<file path="src/design/bfknn_pkg.sv">
// Shared types, widths and codes for the brute-force nearest-neighbor search block.
// No dependencies; imported by the front, queue, back and top modules.
package bfknn_pkg;

    // Defaults for the top-level parameters
    localparam int TOP_COUNT_DEF  = 8;
    localparam int DIM_MAX_DEF    = 256;
    localparam int MAX_POINTS_DEF = 1048576;

    // Depth of the command queue between front and back
    localparam int QUEUE_DEPTH = 4;

    // Field widths
    localparam int OP_W       = 2;
    localparam int COORD_W    = 16;
    localparam int DIMS_W     = 9;
    localparam int DIFF_W     = COORD_W + 1;
    localparam int SQ_W       = 2 * COORD_W + 1;
    localparam int DIST_W     = 40;
    localparam int INDEX_W    = 20;
    localparam int RANK_W     = 3;
    localparam int OUT_DATA_W = 64;

    localparam logic [DIMS_W-1:0] DIMS_RESET = 9'd256;
    localparam logic [DIST_W-1:0] DIST_MAX   = {DIST_W{1'b1}};

    // Input operation codes
    localparam logic [OP_W-1:0] OP_LOAD_QUERY = 2'd0;
    localparam logic [OP_W-1:0] OP_POINT      = 2'd1;
    localparam logic [OP_W-1:0] OP_EMIT       = 2'd2;

    // Work handed from front to back
    typedef struct packed {
        logic               emit;       // flush the top list
        logic [DIFF_W-1:0]  diff;       // coordinate minus query, two's complement
        logic               point_end;  // last coordinate of a point
        logic               insert;     // point counts (below the point limit)
        logic [INDEX_W-1:0] index;      // stream index of the point
    } bfknn_cmd_t;

endpackage

</file>
<file path="src/design/bfknn_fifo.sv">
// Short command queue between front and back, registers only.
// Uses bfknn_pkg for the command type.
module bfknn_fifo #(
    parameter int DEPTH = bfknn_pkg::QUEUE_DEPTH
) (
    input  logic                  clk,
    input  logic                  rst_n,
    input  logic                  push_valid,
    output logic                  push_ready,
    input  bfknn_pkg::bfknn_cmd_t push_data,
    output logic                  pop_valid,
    input  logic                  pop_ready,
    output bfknn_pkg::bfknn_cmd_t pop_data
);
    import bfknn_pkg::*;

    localparam int PW   = (DEPTH > 1) ? $clog2(DEPTH) : 1;
    localparam int CNTW = $clog2(DEPTH + 1);

    bfknn_cmd_t      entry_reg [DEPTH];
    logic [PW-1:0]   wr_ptr_reg, rd_ptr_reg;
    logic [CNTW-1:0] count_reg;
    logic            do_push, do_pop;

    assign push_ready = (count_reg != CNTW'(DEPTH));
    assign pop_valid  = (count_reg != '0);
    assign do_push    = push_valid && push_ready;
    assign do_pop     = pop_valid && pop_ready;
    assign pop_data   = entry_reg[rd_ptr_reg];

    // Pointers and fill count
    always_ff @(posedge clk or negedge rst_n)
    begin
        if (!rst_n)
        begin
            wr_ptr_reg <= '0;
            rd_ptr_reg <= '0;
            count_reg  <= '0;
        end
        else
        begin
            if (do_push)
            begin
                wr_ptr_reg <= (wr_ptr_reg == PW'(DEPTH - 1)) ? '0 : wr_ptr_reg + PW'(1);
            end
            if (do_pop)
            begin
                rd_ptr_reg <= (rd_ptr_reg == PW'(DEPTH - 1)) ? '0 : rd_ptr_reg + PW'(1);
            end
            if (do_push && !do_pop)
            begin
                count_reg <= count_reg + CNTW'(1);
            end
            else if (do_pop && !do_push)
            begin
                count_reg <= count_reg - CNTW'(1);
            end
        end
    end

    // Entry storage
    always_ff @(posedge clk)
    begin
        if (do_push)
        begin
            entry_reg[wr_ptr_reg] <= push_data;
        end
    end

endmodule

</file>
<file path="config.mk">
export PLATFORM = sky130hd
export DESIGN_NAME = bfknn_fifo
export DESIGN_NICKNAME = d
export VERILOG_FILES = /design/src/design/bfknn_pkg.sv /design/src/design/bfknn_fifo.sv
export SDC_FILE = /design/constraint.sdc
export NUM_CORES = 1
export LEC_CHECK = 0
export ABC_AREA = 0
export BUFFER_PORTS_ARGS = -buffer_cell sky130_fd_sc_hd__buf_4
export CAP_MARGIN = 20
export CORE_ASPECT_RATIO = 0.8
export CORE_MARGIN = 2
export CORE_UTILIZATION = 25
export DETAILED_ROUTE_END_ITERATION = 6
export SETUP_SLACK_MARGIN = 0.02
export SLEW_MARGIN = 0
export SYNTH_ARGS = -nofsm -noshare
export SYNTH_HDL_FRONTEND = slang
export SYNTH_SLANG_ARGS = --single-unit
</file>
<file path="constraint.sdc">
create_clock -name clk -period 2.49 [get_ports clk]
set_input_delay 0.1245 -clock clk [delete_from_list [all_inputs] [get_ports clk]]
set_output_delay 0.1245 -clock clk [all_outputs]
set_load 0.01 [all_outputs]
</file>
==> results.cfg <==
[clock_network]
hold_buffers = 41
clock_latency_ps = 420
cts-resized-gates = 0
post_cts_buffers = 0
cts_buffers = 17
path_clk_slew_ps = 60
cts_tree = done
clockBufferDepth = 2
clockRootBuffer = clkbuf_16
clock_sinks = 167
cts.htree.levels = 4

[floorplan]
die_height_um = 146
initial_core_util_pct = 25.6
core-area_sq_um = 24500
rows = 51
dieArea_sq_um = 26300
io_pins = 86
dieWidth_um = 181

[layout]
utilization_pct = 34.1
nNetsFinal = 441
layoutNonFillerInstCount = 723
final_area_sq_um = 8360
drive_above_1_share_pct = 43.7
syn_to_final_growth_pct = 33.5
fill_cells = 2302
largest_reg_flops = 160

[power]
swShare_pct = 28.8
combinationalPowerShare_pct = 30.6
p_sw_mw = 2.79
power_density_nw_per_um2 = 1160
totalPowerFinal_mw = 9.70
p_seq_share_pct = 41.2
pwr-share-clk_pct = 28.2
ir_worst_vdd_uv = 474
intPower_mw = 6.91
leakagePower_nw = 2.88

[yosys]
yosysMostFrequentCell = edfxtp_1
synth_area_per_cell_sq_um = 25.4
synth-seq-cells = 167
netlist_top_cells_count = 160 x edfxtp_1, 38 x mux4_2, 7 x dfrtp_1, 6 x ha_1, 5 x mux2_2
synth_top_area_share_pct = 76.7
yosysWarnings = 0
syn_area_sq_um = 6260
yosys.area.top_type = edfxtp_1
ys_seq_area_share_pct = 79.5
synth_flop_cell = edfxtp_1
synth-async-reset-ratio_pct = 4.19
syn_inst = 247
ys_types = 20
synth.net_count = 298
synthTopCellsByArea = edfxtp_1 77%, mux4_2 14%, dfrtp_1 2.8%
synth_edf_count = 160

[detailed_routing]
vias = 2954
drc_errors = 0
routed_wl_mm = 12.5
met2_length_mm = 6.14
first_pass_iters = 4
maxUsedRoutingLayer = met4
first_iter_violations = 243
avgRoutedWirePerCell_um = 17.3
drt-met1-wl_mm = 5.55
ant_nets = 0
met3WireLength_um = 732
vias_per_cell = 4.09

[timing]
skew_ps = 10.1
setup_viol = 0
slew_viol_final = 0
rsz0062_at_grt = no
hold_slack_ps = 44.9
worst_pin_slew_ps = 397
min_period_over_period_pct = 89.6
hold_viol_final = 0
min_period_ps = 2230
max_slew_margin_pct = 73.6
timing.fmax_mhz = 448
setup_slack_ps = 259
totalNegativeSetupSlack_ps = 0

[critical_path]
path_class = register to output port
start_kind = register
end_kind = output port
required_ps = 2370
critPathMaxFanout = 18
timing.critical_path.from = rd_ptr_reg[0]$_DFFE_PN0P_
arrival_ps = 2110
reg2reg_from = count_reg[1]$_DFFE_PN0P_

[outcome]
status = complete, no violations

[grt]
gr-usage-all-layers_pct = 9.98
first_global_vias = 3339
grt_pass1_wl_mm = 19.2
grt_overflow = 0
antenna_found_initial = 2
grt_max_degree = 41

[place]
gp_congestion = 0.683
port_buffers = 85
dp.cells = 648
dp_hpwl_mm = 7.85
placed_cell_area_sq_um = 7330
pre_cts_slack_ps = 411

[min_path]
min_path_type = input pin to asynchronous set/reset pin

[run]
drv_cap = 0
[cell type report]
cell class              count  area (sq um)  share of cell area [%]
diodes                      2          5.00                  0.0599
repair buffers            134          1180                    14.2
flip-flops and latches    167          4980                    59.6
clock inverters            14           186                    2.23
well taps                 318           398                    4.76
inverters                   3          11.3                   0.135
multi-input cells          67          1160                    13.9
clock buffers              18           429                    5.13
[power groups by stage]
stage | logic (mW) | clock network (mW) | registers [mW]
after global routing | 3.20 | 2.93 | 4.07
after global placement | 2.95 | 0 | 4.03
after detailed placement | 3.00 | 0 | 4.08
final | 2.97 | 2.74 | 4.00
after CTS | 3.07 | 2.81 | 4.02
after floorplan | 1.86 | 0 | 3.90
[layout by cell type, fill, tap and decap left out, drive strengths merged, types with 4 or more instances in the layout]
cell type	synthesis	routed
and2	4	4
mux4	40	40
dlygate4sd3	0	41
ha	6	6
clkbuf	1	18
mux2	5	5
dfrtp	7	7
buf	9	93
nor2	4	4
edfxtp	160	160
inv	3	11
[critical path, cell delays in order (launching register included)]
cell and delay (ps):
dfrtp_4 650, buf_4 310, mux4_2 550, buf_4 160
[worst paths after layout]
kind,to,slack [ps],cells after the start
min,count_reg[0]$_DFFE_PN0P_,40,2
max,pop_data[16],260,3
max reg2reg,count_reg[2]$_DFFE_PN0P_,410,8
min in group clk,rd_ptr_reg[1]$_DFFE_PN0P_,70,3
max in group asynchronous,rd_ptr_reg[0]$_DFFE_PN0P_,2310,2
min reg2reg,count_reg[2]$_DFFE_PN0P_,540,1
[metal layers]
layer  up-vias  GRT usage, %
li1       1332             -
met1      1545          12.3
met2        68          16.0
met3         9          4.60
met4         0          2.68
met5         -             0
[cell families after synthesis]
| family | synth area share [%] |
|---|---|
| compound gates | 0.180 |
| buf+inv | 2.02 |
| flops | 79.5 |
| mux | 15.4 |
| xor+xnor | 0.419 |
| simple gates | 0.978 |
| fa+ha+maj | 1.52 |
(Power assumes the default switching activity.)
