File: src/design/bfknn_pkg.sv
// Shared types, widths and codes for the brute-force nearest-neighbor search block.
// No dependencies; imported by the front, queue, back and top modules.
package bfknn_pkg;

    // Defaults for the top-level parameters
    localparam int TOP_COUNT_DEF  = 8;
    localparam int DIM_MAX_DEF    = 256;
    localparam int MAX_POINTS_DEF = 1048576;

    // Depth of the command queue between front and back
    localparam int QUEUE_DEPTH = 4;

    // Field widths
    localparam int OP_W       = 2;
    localparam int COORD_W    = 16;
    localparam int DIMS_W     = 9;
    localparam int DIFF_W     = COORD_W + 1;
    localparam int SQ_W       = 2 * COORD_W + 1;
    localparam int DIST_W     = 40;
    localparam int INDEX_W    = 20;
    localparam int RANK_W     = 3;
    localparam int OUT_DATA_W = 64;

    localparam logic [DIMS_W-1:0] DIMS_RESET = 9'd256;
    localparam logic [DIST_W-1:0] DIST_MAX   = {DIST_W{1'b1}};

    // Input operation codes
    localparam logic [OP_W-1:0] OP_LOAD_QUERY = 2'd0;
    localparam logic [OP_W-1:0] OP_POINT      = 2'd1;
    localparam logic [OP_W-1:0] OP_EMIT       = 2'd2;

    // Work handed from front to back
    typedef struct packed {
        logic               emit;       // flush the top list
        logic [DIFF_W-1:0]  diff;       // coordinate minus query, two's complement
        logic               point_end;  // last coordinate of a point
        logic               insert;     // point counts (below the point limit)
        logic [INDEX_W-1:0] index;      // stream index of the point
    } bfknn_cmd_t;

endpackage

File: src/design/bfknn_back.sv
// Back end: squares differences, accumulates the distance, inserts finished points into
// the sorted top list and shifts the list out on emit. Uses bfknn_pkg.
module bfknn_back #(
    parameter int TOP_COUNT = bfknn_pkg::TOP_COUNT_DEF
) (
    input  logic                                clk,
    input  logic                                rst_n,
    input  logic                                cmd_valid,
    output logic                                cmd_ready,
    input  bfknn_pkg::bfknn_cmd_t               cmd,
    output logic                                m_axis_tvalid,
    input  logic                                m_axis_tready,
    output logic [bfknn_pkg::OUT_DATA_W-1:0]    m_axis_tdata,
    output logic                                m_axis_tuser,
    output logic                                m_axis_tlast
);
    import bfknn_pkg::*;

    localparam int CW = ($clog2(TOP_COUNT) > RANK_W) ? $clog2(TOP_COUNT) : RANK_W;

    // Pipeline stage A: squared difference
    logic               a_valid_reg, a_emit_reg, a_end_reg, a_ins_reg;
    logic [INDEX_W-1:0] a_index_reg;
    logic [SQ_W-1:0]    a_sq_reg;
    // Stage B: accumulator
    logic [DIST_W-1:0]  acc_reg;
    // Stage C: finished point or emit request
    logic               c_valid_reg, c_emit_reg;
    logic [DIST_W-1:0]  c_dist_reg;
    logic [INDEX_W-1:0] c_index_reg;
    // Top list
    logic [DIST_W-1:0]  dist_reg   [TOP_COUNT];
    logic [INDEX_W-1:0] index_reg  [TOP_COUNT];
    logic [TOP_COUNT-1:0] filled_reg;
    logic [DIST_W-1:0]  dist_next  [TOP_COUNT];
    logic [INDEX_W-1:0] index_next [TOP_COUNT];
    logic [TOP_COUNT-1:0] filled_next;
    // Emit sequencer and output register
    logic               emit_busy_reg;
    logic [CW-1:0]      cnt_reg;
    logic               m_valid_reg, m_filled_reg, m_last_reg;
    logic [RANK_W-1:0]  m_rank_reg;
    logic [INDEX_W-1:0] m_index_reg;
    logic [DIST_W-1:0]  m_dist_reg;

    logic                  adv, pop, emit_go, emit_done, do_insert;
    logic signed [2*DIFF_W-1:0] prod;
    logic [DIST_W:0]       sum;
    logic [DIST_W-1:0]     sat;
    logic [TOP_COUNT-1:0]  lt;

    // Pipeline advances unless the list is being shifted out
    assign adv       = !emit_busy_reg;
    assign cmd_ready = adv;
    assign pop       = cmd_valid && adv;
    assign emit_go   = emit_busy_reg && (!m_valid_reg || m_axis_tready);
    assign emit_done = emit_go && (cnt_reg == CW'(TOP_COUNT - 1));
    assign do_insert = adv && c_valid_reg && !c_emit_reg;

    // Square the difference
    assign prod = $signed(cmd.diff) * $signed(cmd.diff);

    // Saturating accumulate
    assign sum = {1'b0, acc_reg} + (DIST_W + 1)'(a_sq_reg);
    assign sat = sum[DIST_W] ? DIST_MAX : sum[DIST_W-1:0];

    // Insertion slot compare, one per slot
    always_comb
    begin
        for (int i = 0; i < TOP_COUNT; i++)
        begin
            lt[i] = !filled_reg[i] || (c_dist_reg < dist_reg[i]);
        end
    end

    // Next list: shift out on emit, compare-shift insert otherwise
    always_comb
    begin
        logic               prev_lt;
        logic [DIST_W-1:0]  carry_dist;
        logic [INDEX_W-1:0] carry_index;
        logic               carry_filled;
        prev_lt      = 1'b0;
        carry_dist   = '0;
        carry_index  = '0;
        carry_filled = 1'b0;
        for (int i = 0; i < TOP_COUNT; i++)
        begin
            dist_next[i]   = dist_reg[i];
            index_next[i]  = index_reg[i];
            filled_next[i] = filled_reg[i];
        end
        if (emit_go)
        begin
            for (int i = TOP_COUNT - 1; i >= 0; i--)
            begin
                dist_next[i]   = carry_dist;
                index_next[i]  = carry_index;
                filled_next[i] = carry_filled;
                carry_dist     = dist_reg[i];
                carry_index    = index_reg[i];
                carry_filled   = filled_reg[i];
            end
        end
        else if (do_insert)
        begin
            for (int i = 0; i < TOP_COUNT; i++)
            begin
                if (lt[i] && !prev_lt)
                begin
                    dist_next[i]   = c_dist_reg;
                    index_next[i]  = c_index_reg;
                    filled_next[i] = 1'b1;
                end
                else if (lt[i])
                begin
                    dist_next[i]   = carry_dist;
                    index_next[i]  = carry_index;
                    filled_next[i] = carry_filled;
                end
                prev_lt      = lt[i];
                carry_dist   = dist_reg[i];
                carry_index  = index_reg[i];
                carry_filled = filled_reg[i];
            end
        end
    end

    // Control state
    always_ff @(posedge clk or negedge rst_n)
    begin
        if (!rst_n)
        begin
            a_valid_reg   <= 1'b0;
            c_valid_reg   <= 1'b0;
            acc_reg       <= '0;
            filled_reg    <= '0;
            emit_busy_reg <= 1'b0;
            cnt_reg       <= '0;
            m_valid_reg   <= 1'b0;
        end
        else
        begin
            filled_reg <= filled_next;
            if (adv)
            begin
                a_valid_reg <= pop;
                c_valid_reg <= a_valid_reg && (a_emit_reg || (a_end_reg && a_ins_reg));
                if (a_valid_reg)
                begin
                    acc_reg <= (a_emit_reg || a_end_reg) ? '0 : sat;
                end
                if (c_valid_reg && c_emit_reg)
                begin
                    emit_busy_reg <= 1'b1;
                    cnt_reg       <= '0;
                end
            end
            if (emit_go)
            begin
                cnt_reg     <= cnt_reg + CW'(1);
                m_valid_reg <= 1'b1;
                if (emit_done)
                begin
                    emit_busy_reg <= 1'b0;
                end
            end
            else if (m_axis_tready)
            begin
                m_valid_reg <= 1'b0;
            end
        end
    end

    // Payload registers
    always_ff @(posedge clk)
    begin
        for (int i = 0; i < TOP_COUNT; i++)
        begin
            dist_reg[i]  <= dist_next[i];
            index_reg[i] <= index_next[i];
        end
        if (pop)
        begin
            a_emit_reg  <= cmd.emit;
            a_end_reg   <= cmd.point_end;
            a_ins_reg   <= cmd.insert;
            a_index_reg <= cmd.index;
            a_sq_reg    <= prod[SQ_W-1:0];
        end
        if (adv && a_valid_reg)
        begin
            c_emit_reg  <= a_emit_reg;
            c_dist_reg  <= sat;
            c_index_reg <= a_index_reg;
        end
        if (emit_go)
        begin
            m_rank_reg   <= cnt_reg[RANK_W-1:0];
            m_index_reg  <= filled_reg[0] ? index_reg[0] : '0;
            m_dist_reg   <= filled_reg[0] ? dist_reg[0] : '0;
            m_filled_reg <= filled_reg[0];
            m_last_reg   <= (cnt_reg == CW'(TOP_COUNT - 1));
        end
    end

    assign m_axis_tvalid = m_valid_reg;
    assign m_axis_tdata  = {1'b0, m_dist_reg, m_index_reg, m_rank_reg};
    assign m_axis_tuser  = m_filled_reg;
    assign m_axis_tlast  = m_last_reg;

endmodule

File: config.mk
export PLATFORM = sky130hd
export DESIGN_NAME = bfknn_back
export DESIGN_NICKNAME = d
export VERILOG_FILES = /design/src/design/bfknn_pkg.sv /design/src/design/bfknn_back.sv
export SDC_FILE = /design/constraint.sdc
export NUM_CORES = 2
export LEC_CHECK = 0
export CAP_MARGIN = 20
export CORE_MARGIN = 2
export CORE_UTILIZATION = 52
export DETAILED_ROUTE_END_ITERATION = 8
export DONT_BUFFER_PORTS = 1
export PLACE_DENSITY = 0.74
export SYNTH_ARGS = -nofsm -noshare
export SYNTH_HDL_FRONTEND = slang
export SYNTH_SLANG_ARGS = --single-unit
File: constraint.sdc
create_clock -name clk -period 7.4 [get_ports clk]
set_input_delay 1.48 -clock clk [delete_from_list [all_inputs] [get_ports clk]]
set_output_delay 1.48 -clock clk [all_outputs]
set_load 0.05 [all_outputs]
==> reports/qor.csv <==
stage,metric,value,unit
status,status,finished clean,
critical_path,crit_type,in2reg,
floorplanning,dieArea,99670,um2
logic_synthesis,yosys.area_share.simple,10.82,%
hold_path,hold_path.class,reg2reg,
logic_synthesis,ys_warn_count,0,
logic_synthesis,synth_mux_area_share,4.034,%
clock_tree,holdBufCountCts,0,
timing,tns,0,ns
layout,area_delta_synth_final,7.308,%
routing,wl_per_cell,22.14,um
logic_synthesis,synth-xor-area-share,1.352,%
routing,drt_wl_total,135.3,mm
job,drv_cap,0,
floorplanning,die_w,315.7,um
timing,setup_violations,0,
routing,top_layer,met5,
global_routing,grt_use_total,27.01,%
critical_path,worstSetupStartpointType,primary input,
timing,rsz0062_at_grt,false,
floorplanning,initial_core_util,52.40,%
timing,max_clock_freq,150.9,MHz
logic_synthesis,synth_top_family_by_area,adder cells,
logic_synthesis,netlist_instances,4892,
routing,drt-pass1-iter-count,6,
floorplanning,io_pins,112,
critical_path,cp.required,7.79,ns
global_routing,grt_overflow,0,
routing,wl_met2,62.83,mm
timing,relSlewSlack,22.11,%
logic_synthesis,syn_area,50520,um2
critical_path,crit_arrival,7.02,ns
placed_design,gp_congestion,0.9336,
clock_tree,h-tree-depth,3,
routing,drc,0,
clock_tree,cts_sinks,716,
placed_design,dp_hpwl,93.11,mm
clock_tree,post_cts_resized,0,
global_routing,grt_pass1_wl,211.6,mm
timing,hold-worst-slack,0.4080,ns
logic_synthesis,synth_compound_area_share,14.43,%
logic_synthesis,syn_nets,5633,
logic_synthesis,yosys.area_share.adder,21.15,%
floorplanning,rows,114,
timing,post-route-period-util,89.54,%
logic_synthesis,seq_area_frac_synth,40.82,%
clock_tree,cts_setup_buffers,0,
critical_path,end_kind,flop,
placed_design,io_buffers,0,
timing,hold_viol,0,
routing,via_count,37660,
routing,drt-met1-wl,56.41,mm
clock_tree,clk_pin_slew,0.06,ns
clock_tree,cts_root_buf,clkbuf_16,
layout,fill_cells,8192,
floorplanning,core,96420,um2
layout,drive_gt1_share,4.609,%
logic_synthesis,syn_area_per_cell,10.33,um2
routing,antenna_left,0,
clock_tree,clock_latency,0.67,ns
global_routing,antenna_found_initial,1,
layout,largest_register_ffs,320,
timing,tightest_slew,1.168,ns
layout,num_antenna_cells,0,
routing,drt_iter0_drc,4138,
routing,drt-vias-per-instance,6.159,
logic_synthesis,ys_async_sr_fraction,7.682,%
routing,dr_wl_met3,12.28,mm
clock_tree,cts_tree,built,
timing,skew,0.03545,ns
timing,maxSlewViolCount,0,
clock_tree,clock_path_buffers,3,
global_routing,grt_max_degree,152,
timing,layout_min_cycle_time,6.626,ns
critical_path,crit_fanout,19,
layout,fin_nets,5517,
floorplanning,die_h,315.7,um
global_routing,grt_pass1_vias,37150,
clock_tree,numCtsBuffers,75,
logic_synthesis,synth_edf_count,601,
logic_synthesis,synth_seq_cells,716,
logic_synthesis,synth_ff_type,edfxtp_1,
logic_synthesis,yosys.cell_types.count,81,
-- final timing paths --
check,depth (start not counted),from,to,slack [ns]
min,0,a_index_reg[0],c_index_reg[0],0.41
max reg2reg,10,c_dist_reg[5],index_reg[0][72],2.07
max,20,cmd[26],a_sq_reg[31],0.77
max in group asynchronous,0,rst_n,filled_reg[0],6.70
min in group asynchronous,0,rst_n,acc_reg[0],0.53
min reg2reg,0,a_index_reg[0],c_index_reg[0],0.41
-- layout by cell type, fill, tap and decap left out, drive strengths merged, types with 15 or more instances in the layout --
| cell | instances |
|---|---|
| dfxtp | 60 |
| nand4 | 46 |
| nor2 | 233 |
| edfxtp | 601 |
| nand3 | 91 |
| mux2i | 201 |
| ha | 435 |
| o22ai | 214 |
| fa | 262 |
| a31oi | 20 |
| o211ai | 31 |
| clkinv | 21 |
| and3 | 20 |
| a22o | 24 |
| a21o | 100 |
| a211oi | 28 |
| o21a | 15 |
| clkbuf | 103 |
| and2 | 180 |
| nor2b | 24 |
| inv | 714 |
| nand2 | 470 |
| dfrtp | 55 |
| xnor2 | 49 |
| a221o | 90 |
| nor3 | 39 |
| xor2 | 29 |
| buf | 57 |
| a21oi | 166 |
| o21ai | 203 |
| o311ai | 82 |
-- kinds of logic after synthesis --
family,after synthesis
muxes,203
xor gates and xnor gates,78
AOI/OAI and AO/OA,1068
buffers and inverters,958
DFF,716
other,1
adders and majority gates,697
and+or+nand+nor,1171
-- cells in the mapped netlist, types with 55 or more instances --
cell | instances | area share, %
dfrtp_1 | 55 | 2.7
edfxtp_1 | 601 | 36
nand3_1 | 90 | 0.89
fa_1 | 262 | 10
dfxtp_1 | 60 | 2.4
and2_1 | 180 | 2.2
o21ai_0 | 175 | 1.7
ha_1 | 435 | 11
mux2i_1 | 201 | 4.0
o22ai_1 | 214 | 2.6
clkbuf_1 | 210 | 1.6
nor2_1 | 233 | 1.7
inv_1 | 708 | 5.3
o311ai_0 | 76 | 1.3
a221o_1 | 90 | 1.8
a21oi_1 | 166 | 1.6
a21o_1 | 100 | 1.5
nand2_1 | 470 | 3.5
-- final cells by class --
| cell class | instances | area (um2) | area share (%) |
|---|---|---|---|
| Sequential cell | 716 | 20630 | 38.04 |
| Timing Repair Buffer | 57 | 510.5 | 0.9416 |
| Clock buffer | 103 | 2063 | 3.806 |
| Tap cell | 1276 | 1597 | 2.945 |
| Clock inverter | 36 | 395.4 | 0.7293 |
| Inverter | 708 | 2665 | 4.916 |
| Multi-Input combinational cell | 3218 | 26360 | 48.62 |
-- critical path, stage by stage --
cell     delay, ns
and2_1        0.18
fa_1          0.62
inv_1         0.12
fa_1          0.55
inv_1         0.05
fa_1          0.51
fa_1          0.45
fa_1          0.54
inv_1         0.05
fa_1          0.52
inv_1         0.04
ha_1          0.30
a21o_1        0.16
a21o_1        0.18
a21oi_1       0.21
nor2_1        0.08
or4_1         0.40
a21oi_1       0.25
o21ai_0       0.16
xor2_1        0.15
-- routing by layer --
metal | global-route usage (%) | vias up
li1 | - | 17100
met1 | 37.81 | 18500
met2 | 43.02 | 1819
met3 | 4.296 | 237
met4 | 9.080 | 2
met5 | 0 | -
-- metrics by stage --
step | cell area (um2) | util [%] | std cells | worst slack (ns)
global placement | 51730 | 53.65 | 5974 | 0.09568
global route | 54220 | 56.23 | 6114 | 0.4124
floorplan | 50530 | - | 4892 | 0.03033
detailed placement | 51730 | 53.65 | 5974 | 0.05865
finish | 54220 | 56.23 | 6114 | 0.7743
CTS | 54190 | 56.20 | 6113 | 0.7709
Power is left out: the tool's default activity adds up to more than one toggle a clock period on the data nets, which glitch-free logic cannot reach.
